## config.mk

```make
export PLATFORM = sky130hd
export DESIGN_NAME = hall_pulse_mt_speed_meter_core
export DESIGN_NICKNAME = d
export VERILOG_FILES = /design/src/hdl/hpsm_pkg.sv /design/src/hdl/hall_pulse_mt_speed_meter_core.sv /design/src/hdl/hpsm_ram.sv /design/src/hdl/hpsm_front.sv /design/src/hdl/hpsm_queue.sv /design/src/hdl/hpsm_back.sv
export SDC_FILE = /design/constraint.sdc
export NUM_CORES = 2
export LEC_CHECK = 0
export BUFFER_PORTS_ARGS = -buffer_cell sky130_fd_sc_hd__buf_2
export CORE_MARGIN = 4
export CORE_UTILIZATION = 59
export CTS_CLUSTER_DIAMETER = 30
export DETAILED_ROUTE_END_ITERATION = 8
export PLACE_DENSITY = 0.82
export SYNTH_ARGS = -nofsm -noshare
export SYNTH_HDL_FRONTEND = slang
export SYNTH_HIERARCHICAL = 1
export SYNTH_SLANG_ARGS = --single-unit
```

## constraint.sdc

```tcl
create_clock -name clk -period 25.6 [get_ports clk]
set_input_delay 0 -clock clk [delete_from_list [all_inputs] [get_ports clk]]
set_output_delay 0 -clock clk [all_outputs]
set_load 0.1 [all_outputs]
```

## src/hdl/hpsm_pkg.sv

```systemverilog
`timescale 1ns / 1ps
// ----------------------------------------------------------------------------
// hpsm_pkg: shared types and constants for the hall-pulse speed meter
// Operation codes, register indexes and the front-to-back job record.
// ----------------------------------------------------------------------------
package hpsm_pkg;

  localparam logic OP_EDGE   = 1'b0;
  localparam logic OP_SAMPLE = 1'b1;

  localparam logic [1:0] REG_PPR     = 2'd0;
  localparam logic [1:0] REG_TIMEOUT = 2'd1;
  localparam logic [1:0] REG_MINGAP  = 2'd2;

  localparam logic [31:0] US_PER_MIN = 32'd60000000;
  localparam int          RPM_W      = 20;
  localparam logic [RPM_W-1:0] RPM_MAX = {RPM_W{1'b1}};

  // kind of speed job the front hands to the back
  typedef enum logic [1:0] {
    JOB_TOUT = 2'd0,
    JOB_DIV  = 2'd1,
    JOB_HOLD = 2'd2
  } job_kind_t;

  typedef struct packed {
    job_kind_t   kind;
    logic [3:0]  ch;
    logic [15:0] pulses;
    logic [31:0] span;
  } job_t;

  typedef enum logic [2:0] {
    BK_IDLE = 3'd0,
    BK_MUL  = 3'd1,
    BK_DIV  = 3'd2,
    BK_HIST = 3'd3,
    BK_SUM  = 3'd4,
    BK_AVG  = 3'd5,
    BK_OUT  = 3'd6
  } bk_state_t;

endpackage

```

## src/hdl/hall_pulse_mt_speed_meter_core.sv

```systemverilog
`timescale 1ns / 1ps
// ----------------------------------------------------------------------------
// hall_pulse_mt_speed_meter_core: six-channel hall speed meter (M/T method)
// Usage: in_operation 0 records a hall edge (no result), 1 requests a speed
// sample, which yields one transfer on the out_ channel. Out-of-range channels
// are dropped. Edges are handled by the front alone; samples are queued (two
// deep) for the back. A sample that needs a division passes the queue and
// take-over, the operand multiply, a 50-step shift-subtract divider plus a
// finishing step, a history write, a read of the WINDOW history entries from
// RAM and an averaging step before out_valid rises. Timed-out, zero-span and
// no-pulse samples skip the divider. The back takes a new sample only once
// its last result has been taken. Reset (synchronous, rst_n low) restores
// the registers to 90 / 150000 / 1000 and clears edge state; history entries
// read as zero until written. When the receiver stalls the result holds on
// out_; the queue takes up to two more samples, then in_ready drops for
// edges and samples alike. The user writes configuration over cfg_ only when
// the block is idle; the block does not enforce this. cfg_ready is always high.
// ----------------------------------------------------------------------------
module hall_pulse_mt_speed_meter_core #(
  parameter int CHANNELS      = 6,
  parameter int WINDOW        = 5,
  parameter int RPM_FRAC_BITS = 8
) (
  input  logic        clk,
  input  logic        rst_n,
  input  logic        in_valid,
  output logic        in_ready,
  input  logic        in_operation,
  input  logic [2:0]  in_channel,
  input  logic [31:0] in_time_us,
  output logic        out_valid,
  input  logic        out_ready,
  output logic [2:0]  out_channel,
  output logic [19:0] out_raw_rpm,
  output logic [19:0] out_filtered_rpm,
  output logic        out_timed_out,
  input  logic        cfg_valid,
  output logic        cfg_ready,
  input  logic [1:0]  cfg_index,
  input  logic [23:0] cfg_data
);
  import hpsm_pkg::*;

  logic [9:0]  ppr_r;
  logic [23:0] tout_r;
  logic [15:0] gap_r;

  assign cfg_ready = 1'b1;

  always_ff @(posedge clk) begin
    if (!rst_n) begin
      ppr_r  <= 10'd90;
      tout_r <= 24'd150000;
      gap_r  <= 16'd1000;
    end else if (cfg_valid) begin
      unique case (cfg_index)
        REG_PPR:     ppr_r  <= cfg_data[9:0];
        REG_TIMEOUT: tout_r <= cfg_data;
        REG_MINGAP:  gap_r  <= cfg_data[15:0];
        default: ;
      endcase
    end
  end

  logic job_v, job_r_dy, q_v, q_rdy;
  job_t job_f, job_q;

  hpsm_front #(.CHANNELS(CHANNELS)) u_front (
    .clk, .rst_n, .in_valid, .in_ready,
    .operation(in_operation), .channel(in_channel), .time_us(in_time_us),
    .timeout_us(tout_r), .min_gap_us(gap_r),
    .job_valid(job_v), .job_ready(job_r_dy), .job(job_f)
  );

  hpsm_queue u_queue (
    .clk, .rst_n, .wr_valid(job_v), .wr_ready(job_r_dy), .wr_data(job_f),
    .rd_valid(q_v), .rd_ready(q_rdy), .rd_data(job_q)
  );

  hpsm_back #(.CHANNELS(CHANNELS), .WINDOW(WINDOW), .RPM_FRAC_BITS(RPM_FRAC_BITS)) u_back (
    .clk, .rst_n, .job_valid(q_v), .job_ready(q_rdy), .job(job_q),
    .ppr(ppr_r), .out_valid, .out_ready, .out_channel,
    .raw_rpm(out_raw_rpm), .filtered_rpm(out_filtered_rpm), .timed_out(out_timed_out)
  );

  // a timed-out result always reports zero speed
  a_tout_zero: assert property (@(posedge clk) disable iff (!rst_n)
    out_valid && out_timed_out |-> out_raw_rpm == '0)
    else $error("timed out with nonzero rpm");

  // reported channel is always in range
  a_ch_range: assert property (@(posedge clk) disable iff (!rst_n)
    out_valid |-> {1'b0, out_channel} < 4'(CHANNELS))
    else $error("channel out of range");

  // edges never stall the input while the queue has room
  a_ready: assert property (@(posedge clk) disable iff (!rst_n)
    job_r_dy |-> in_ready)
    else $error("input stalled with queue space");
endmodule

```

## src/hdl/hpsm_ram.sv

```systemverilog
`timescale 1ns / 1ps
// ----------------------------------------------------------------------------
// hpsm_ram: generic simple dual-port RAM
// One write port, one read port, registered read data.
// ----------------------------------------------------------------------------
module hpsm_ram #(
  parameter int WIDTH = 20,
  parameter int DEPTH = 32
) (
  input  logic                     clk,
  input  logic                     we,
  input  logic [$clog2(DEPTH)-1:0] waddr,
  input  logic [WIDTH-1:0]         wdata,
  input  logic [$clog2(DEPTH)-1:0] raddr,
  output logic [WIDTH-1:0]         rdata
);
  logic [WIDTH-1:0] mem [DEPTH];

  always_ff @(posedge clk) begin
    if (we) begin
      mem[waddr] <= wdata;
    end
    rdata <= mem[raddr];
  end
endmodule

```

## src/hdl/hpsm_front.sv

```systemverilog
`timescale 1ns / 1ps
// ----------------------------------------------------------------------------
// hpsm_front: edge bookkeeping and sample classification
// Keeps per-channel edge times and counts; turns a sample into a job.
// ----------------------------------------------------------------------------
module hpsm_front #(
  parameter int CHANNELS = 6
) (
  input  logic                clk,
  input  logic                rst_n,
  input  logic                in_valid,
  output logic                in_ready,
  input  logic                operation,
  input  logic [2:0]          channel,
  input  logic [31:0]         time_us,
  input  logic [23:0]         timeout_us,
  input  logic [15:0]         min_gap_us,
  output logic                job_valid,
  input  logic                job_ready,
  output hpsm_pkg::job_t      job
);
  import hpsm_pkg::*;

  logic [15:0] cnt_r   [CHANNELS];
  logic [31:0] first_r [CHANNELS];
  logic [31:0] last_r  [CHANNELS];
  logic [31:0] prev_r  [CHANNELS];

  logic        ch_ok;
  logic [31:0] since;
  logic [31:0] span;
  job_t        j;

  assign in_ready = job_ready;
  assign ch_ok    = {1'b0, channel} < 4'(CHANNELS);

  always_comb begin
    since    = 32'd0;
    span     = 32'd0;
    j        = '0;
    j.ch     = {1'b0, channel};
    j.kind   = JOB_HOLD;
    if (ch_ok) begin
      since = time_us - last_r[channel];
      if (cnt_r[channel] >= 16'd2) begin
        span = last_r[channel] - first_r[channel];
      end else begin
        span = last_r[channel] - prev_r[channel];
      end
      j.span   = span;
      j.pulses = (cnt_r[channel] >= 16'd2) ? cnt_r[channel] - 16'd1 : 16'd1;
      if (since > {8'd0, timeout_us}) begin
        j.kind = JOB_TOUT;
      end else if (cnt_r[channel] != 16'd0) begin
        j.kind = JOB_DIV;
      end
    end
  end

  assign job       = j;
  assign job_valid = in_valid && ch_ok && operation == OP_SAMPLE;

  always_ff @(posedge clk) begin
    if (!rst_n) begin
      for (int i = 0; i < CHANNELS; i++) begin
        cnt_r[i]   <= '0;
        first_r[i] <= '0;
        last_r[i]  <= '0;
        prev_r[i]  <= '0;
      end
    end else if (in_valid && in_ready && ch_ok) begin
      if (operation == OP_EDGE) begin
        if (since > {16'd0, min_gap_us}) begin
          if (cnt_r[channel] == 16'd0) begin
            first_r[channel] <= time_us;
          end
          prev_r[channel] <= last_r[channel];
          last_r[channel] <= time_us;
          if (cnt_r[channel] != 16'hFFFF) begin
            cnt_r[channel] <= cnt_r[channel] + 16'd1;
          end
        end
      end else begin
        cnt_r[channel] <= '0;
      end
    end
  end
endmodule

```

## src/hdl/hpsm_queue.sv

```systemverilog
`timescale 1ns / 1ps
// ----------------------------------------------------------------------------
// hpsm_queue: two-entry job queue between front and back
// ----------------------------------------------------------------------------
module hpsm_queue (
  input  logic           clk,
  input  logic           rst_n,
  input  logic           wr_valid,
  output logic           wr_ready,
  input  hpsm_pkg::job_t wr_data,
  output logic           rd_valid,
  input  logic           rd_ready,
  output hpsm_pkg::job_t rd_data
);
  import hpsm_pkg::*;

  job_t       mem_r [2];
  logic       wp_r, rp_r;
  logic [1:0] cnt_r;
  logic       push, pop;

  assign wr_ready = cnt_r != 2'd2;
  assign rd_valid = cnt_r != 2'd0;
  assign rd_data  = mem_r[rp_r];
  assign push     = wr_valid && wr_ready;
  assign pop      = rd_valid && rd_ready;

  always_ff @(posedge clk) begin
    if (push) begin
      mem_r[wp_r] <= wr_data;
    end
  end

  always_ff @(posedge clk) begin
    if (!rst_n) begin
      wp_r  <= 1'b0;
      rp_r  <= 1'b0;
      cnt_r <= 2'd0;
    end else begin
      if (push) begin
        wp_r <= ~wp_r;
      end
      if (pop) begin
        rp_r <= ~rp_r;
      end
      cnt_r <= cnt_r + {1'b0, push} - {1'b0, pop};
    end
  end
endmodule

```

## src/hdl/hpsm_back.sv

```systemverilog
`timescale 1ns / 1ps
// ----------------------------------------------------------------------------
// hpsm_back: speed computation, history and averaging
// Shift-subtract divider, per-channel history in RAM, serial window sum.
// ----------------------------------------------------------------------------
module hpsm_back #(
  parameter int CHANNELS      = 6,
  parameter int WINDOW        = 5,
  parameter int RPM_FRAC_BITS = 8
) (
  input  logic           clk,
  input  logic           rst_n,
  input  logic           job_valid,
  output logic           job_ready,
  input  hpsm_pkg::job_t job,
  input  logic [9:0]     ppr,
  output logic           out_valid,
  input  logic           out_ready,
  output logic [2:0]     out_channel,
  output logic [19:0]    raw_rpm,
  output logic [19:0]    filtered_rpm,
  output logic           timed_out
);
  import hpsm_pkg::*;

  localparam int POS_W  = $clog2(WINDOW);
  localparam int CH_W   = $clog2(CHANNELS) > 0 ? $clog2(CHANNELS) : 1;
  localparam int DEPTH  = CHANNELS * WINDOW;
  localparam int ADDR_W = $clog2(DEPTH) > 0 ? $clog2(DEPTH) : 1;
  localparam int NUM_W  = 16 + 26 + RPM_FRAC_BITS;  // pulses*60e6<<F
  localparam int DEN_W  = 42;
  localparam int CMP_W  = DEN_W + 1;
  localparam int SUM_W  = RPM_W + 4;
  localparam int CNT_W  = $clog2(NUM_W + 1);
  // floor(sum / WINDOW) as (sum * REC_M) >> REC_SH, exact for sum < 2^SUM_W
  localparam int     REC_SH = SUM_W + $clog2(WINDOW);
  localparam longint REC_M  = ((64'd1 << REC_SH) + WINDOW - 1) / WINDOW;
  localparam int     PROD_W = 2 * SUM_W + 1;

  bk_state_t st_r, st_nxt;

  job_t               job_r;
  logic [NUM_W-1:0]   quo_r;
  logic [DEN_W-1:0]   rem_r, den_r;
  logic [CNT_W-1:0]   bit_r;
  logic [RPM_W-1:0]   raw_r;
  logic [SUM_W-1:0]   sum_r;
  logic [POS_W:0]     idx_r;
  logic [POS_W-1:0]   pos_r [CHANNELS];
  logic [WINDOW-1:0]  wr_r  [CHANNELS];   // history entry written since reset
  logic               tout_r;
  logic [19:0]        filt_r;

  // RAM
  logic              ram_we;
  logic [ADDR_W-1:0] ram_wa, ram_ra;
  logic [RPM_W-1:0]  ram_wd, ram_rd;
  logic [POS_W-1:0]  cur_pos, prev_pos, rd_pos, rd_cur;
  logic [CH_W-1:0]   chi, rd_ch;
  logic              rd_ok_r;
  logic [PROD_W-1:0] avg_prod;

  hpsm_ram #(.WIDTH(RPM_W), .DEPTH(DEPTH)) u_hist (
    .clk(clk), .we(ram_we), .waddr(ram_wa), .wdata(ram_wd),
    .raddr(ram_ra), .rdata(ram_rd)
  );

  assign chi      = job_r.ch[CH_W-1:0];
  assign cur_pos  = pos_r[chi];
  // while idle, read ahead for the job being taken so MUL sees its last entry
  assign rd_ch    = (st_r == BK_IDLE) ? job.ch[CH_W-1:0] : chi;
  assign rd_cur   = pos_r[rd_ch];
  assign prev_pos = (rd_cur == '0) ? POS_W'(WINDOW - 1) : rd_cur - 1'b1;

  always_comb begin
    rd_pos = POS_W'(idx_r);
    if (st_r == BK_IDLE || st_r == BK_MUL || st_r == BK_DIV) begin
      rd_pos = prev_pos;
    end
    ram_ra = ADDR_W'(rd_ch * WINDOW) + ADDR_W'(rd_pos);
    ram_we = st_r == BK_HIST;
    ram_wa = ADDR_W'(chi * WINDOW) + ADDR_W'(cur_pos);
    ram_wd = raw_r;
  end

  // unused-entry masking: never-written history reads as zero
  logic [RPM_W-1:0] hist_val;
  assign hist_val = rd_ok_r ? ram_rd : '0;

  logic [CMP_W-1:0] trial;
  logic [DEN_W-1:0] rem_sh;
  assign rem_sh = {rem_r[DEN_W-2:0], quo_r[NUM_W-1]};
  assign trial  = {rem_r[DEN_W-1], rem_sh} - {1'b0, den_r};

  assign avg_prod = {{(SUM_W + 1){1'b0}}, sum_r} * PROD_W'(REC_M);

  always_comb begin
    st_nxt = st_r;
    unique case (st_r)
      BK_IDLE: if (job_valid) st_nxt = BK_MUL;
      BK_MUL:  st_nxt = (job_r.kind == JOB_DIV && ppr != '0 && job_r.span != '0) ?
                        BK_DIV : BK_HIST;
      BK_DIV:  if (bit_r == '0) st_nxt = BK_HIST;
      BK_HIST: st_nxt = BK_SUM;
      BK_SUM:  if (idx_r == (POS_W+1)'(WINDOW)) st_nxt = BK_AVG;
      BK_AVG:  st_nxt = BK_OUT;
      BK_OUT:  if (out_ready) st_nxt = BK_IDLE;
      default: st_nxt = BK_IDLE;
    endcase
  end

  always_comb begin
    job_ready = st_r == BK_IDLE;
    out_valid = st_r == BK_OUT;
  end

  assign out_channel  = job_r.ch[2:0];
  assign raw_rpm      = raw_r;
  assign filtered_rpm = filt_r;
  assign timed_out    = tout_r;

  always_ff @(posedge clk) begin
    if (!rst_n) begin
      st_r <= BK_IDLE;
      for (int c = 0; c < CHANNELS; c++) begin
        pos_r[c] <= '0;
        wr_r[c]  <= '0;
      end
    end else begin
      st_r <= st_nxt;
      if (st_r == BK_HIST) begin
        pos_r[chi] <= (cur_pos == POS_W'(WINDOW - 1)) ? '0 : cur_pos + 1'b1;
        wr_r[chi][cur_pos] <= 1'b1;
      end
    end
  end

  always_ff @(posedge clk) begin
    rd_ok_r <= wr_r[rd_ch][rd_pos];
    unique case (st_r)
      BK_IDLE: begin
        job_r <= job;
      end
      BK_MUL: begin
        // registered multiplies: numerator and denominator
        quo_r  <= NUM_W'({({26'd0, job_r.pulses} * {10'd0, US_PER_MIN}),
                          RPM_FRAC_BITS'(0)});
        den_r  <= {32'd0, ppr} * {10'd0, job_r.span};
        rem_r  <= '0;
        bit_r  <= CNT_W'(NUM_W);
        tout_r <= job_r.kind == JOB_TOUT;
        raw_r  <= job_r.kind == JOB_HOLD ? hist_val : '0;
      end
      BK_DIV: begin
        if (bit_r == '0) begin
          raw_r <= (|quo_r[NUM_W-1:RPM_W]) ? RPM_MAX : quo_r[RPM_W-1:0];
        end else begin
          bit_r <= bit_r - 1'b1;
          if (!trial[CMP_W-1]) begin
            rem_r <= trial[DEN_W-1:0];
            quo_r <= {quo_r[NUM_W-2:0], 1'b1};
          end else begin
            rem_r <= rem_sh;
            quo_r <= {quo_r[NUM_W-2:0], 1'b0};
          end
        end
      end
      BK_HIST: begin
        idx_r <= '0;
        sum_r <= '0;
      end
      BK_SUM: begin
        // read data arrives in the cycle after its address
        idx_r <= idx_r + 1'b1;
        if (idx_r >= (POS_W+1)'(1)) begin
          sum_r <= sum_r + SUM_W'(hist_val);
        end
      end
      BK_AVG: filt_r <= avg_prod[REC_SH +: RPM_W];
      BK_OUT: ;
      default: ;
    endcase
  end
endmodule

```

==> results.py <==
metrics = {
    "critical_path": {
        "cpMaxStageDelayCell": "buf_4",
        "crit_required_ns": 26.23,
        "r2r_cells": 26,
        "crit_fanout": 78,
        "crit_type": "input pin to flip-flop",
        "cp-start-kind": "input pin",
        "worst-path-buf-inv": 8,
        "critical_path.top_delay_family": "buffers and inverters",
        "crit_top_cell": "buf_4",
        "max_stage_delay_ns": 0.93,
        "endpoint_kind": "flip-flop",
        "cp.arrival_ns": 9.95,
        "path_depth": 31,
    },
    "flow_run": {
        "drv_cap": 0,
    },
    "floorplanning": {
        "die-area_um2": 203000,
        "core-area_um2": 195000,
        "die_height_um": 450,
        "rows": 162,
        "die_w_um": 450,
        "start_util_pct": 59.3,
        "io_pins": 114,
    },
    "finish": {
        "stdcell_area_um2": 133000,
        "final_cell_mix": "edfxtp_1, inv_1, ha_1, nand2_1, fa_1",
        "syn_to_final_growth_pct": 15.1,
        "drive_above_1_share_pct": 14.4,
        "nFillCells": 12200,
        "final_common_cell": "edfxtp_1",
        "fin_nets": 10500,
    },
    "clocking": {
        "cts_buffer_depth": 4,
        "clk_latency_ns": 0.98,
        "cts-root-buf": "clkbuf_16",
        "htree_levels": 5,
        "cts_tree": "built",
        "cts_sinks": 2010,
        "cts_made_buffers": 372,
        "clk_pin_slew_ns": 0.05,
    },
    "run_status": {
        "status": "finished, violations left",
        "failed_checks": "design-rule violations",
    },
    "timing": {
        "tightestPinTransition_ns": 1.35,
        "fin_skew_ns": 0.114,
        "max_freq_mhz": 107,
        "fin_crit_ns": 9.32,
        "final_max_slew_viol_count": 0,
        "rsz0062_at_grt": "no",
        "relSlewSlack_pct": 9.64,
        "setup_tns_ns": 0,
        "hold_viol": 0,
        "fin_crit_sh_pct": 36.4,
        "finalSetupViolCount": 0,
    },
    "route": {
        "wire_per_inst_um": 27.0,
        "routed_wl_um": 329000,
        "vias": 78200,
        "drt_iter0_drc": 10500,
        "antenna_left": 0,
        "avgViaCountPerCell": 6.41,
        "firstDrtPassIters": 9,
        "route.detailed.drc": 1,
    },
    "placed_design": {
        "dp_hpwl_um": 198000,
        "portBuffers": 112,
        "place_congestion": 0.935,
        "placedInstanceArea_um2": 119000,
    },
    "hold_path": {
        "hp-class": "input pin to flip-flop",
        "holdPathStages": 4,
    },
    "grt": {
        "grt_pass1_wl_um": 498000,
        "grt_max_degree": 169,
        "first_global_vias": 81300,
        "overflow": 0,
        "antenna_found_initial": 13,
        "grt_usage_pct": 32.3,
    },
    "yosys": {
        "synthCells": 8790,
        "synth.avg_cell_area_um2": 13.1,
        "synth.cell_area_um2": 115000,
        "yosysWarnings": 6,
    },
}
-- worst register-to-register path, stage by stage, from the launching register on --
cell and delay, ns:
edfxtp_1 0.41, mux4_2 0.51, mux2i_1 0.64, inv_1 0.18, ha_1 0.27, inv_1 0.11
fa_1 0.29, a211oi_2 0.13, o21ai_1 0.25, a21oi_2 0.17, o21ai_0 0.39, a31oi_1 0.16
xnor2_1 0.17, and2_1 0.18, ha_1 0.29, nand3_1 0.09, nor3b_1 0.24, nand2_1 0.11
nor3_1 0.22, nor2_1 0.14, nor4_1 0.29, nand4b_1 0.29, o21ai_4 0.19, buf_4 0.62
buf_4 0.94, buf_4 0.96, nor2_1 0.26
-- registers in the layout, summed over array words and instances (netlist names), 50 cells and up, named ones only --
name	cells
u_front/first_r	256
u_front/last_r	256
u_front/cnt_r	128
u_front/prev_r	256
u_back/quo_r	50
u_queue/mem_r	106
u_back/job_r	50
u_back/u_hist/mem	600
-- through the flow --
stage                     hold slack (ns)  util, %  instances  setup slack [ns]
after floorplan                     0.122        -       9013             14.91
after global placement              0.265     61.2      11400             16.49
after detailed placement            0.273     61.2      11400             16.43
after CTS                         0.00761     68.2      12200             16.63
after global routing               0.0666     68.2      12200             15.93
final                              0.0860     68.2      12200             16.28
-- layer usage --
metal / GRT usage [%] / vias up / share of wire (%)
li1: - / 32600 / -
met1: 39.6 / 38300 / 34
met2: 51.3 / 5850 / 47
met3: 8.71 / 1393 / 12
met4: 20.4 / 10 / 7.4
met5: 0 / - / 0.021
-- cell type report --
class / instances / area, um2 / share of cell area, %
Tap cell: 2624 / 3280 / 2.47
Timing Repair Buffer: 360 / 2780 / 2.09
Antenna cell: 9 / 22.5 / 0.0169
Inverter: 921 / 3460 / 2.60
Clock buffer: 419 / 9650 / 7.26
Sequential cell: 2010 / 59500 / 44.8
Multi-Input combinational cell: 5613 / 51300 / 38.6
Clock inverter: 248 / 2820 / 2.12
-- final timing paths --
check | start | to | slack, ns
min reg2reg | gap_r[2]$_SDFFE_PN0P_ | gap_r[2]$_SDFFE_PN0P_ | 0.47
max reg2reg | u_front/last_r[3][0]$_SDFFCE_PN0P_ | u_front/last_r[7][11]$_DFFE_PP_ | 16.77
min | cfg_data[2] | gap_r[2]$_SDFFE_PN0P_ | 0.09
max | in_channel[1] | u_front/last_r[7][11]$_DFFE_PP_ | 16.28
-- repair_timing --
action	CTS	global route
setup endpoints to repair	0	0
hold endpoints to repair	570	0
gates resized for setup	0	0
hold buffers	119	0
setup buffers	0	0
Power is not shown: default switching activity piles up to over one toggle a cycle in this logic, so the estimate is an artifact.
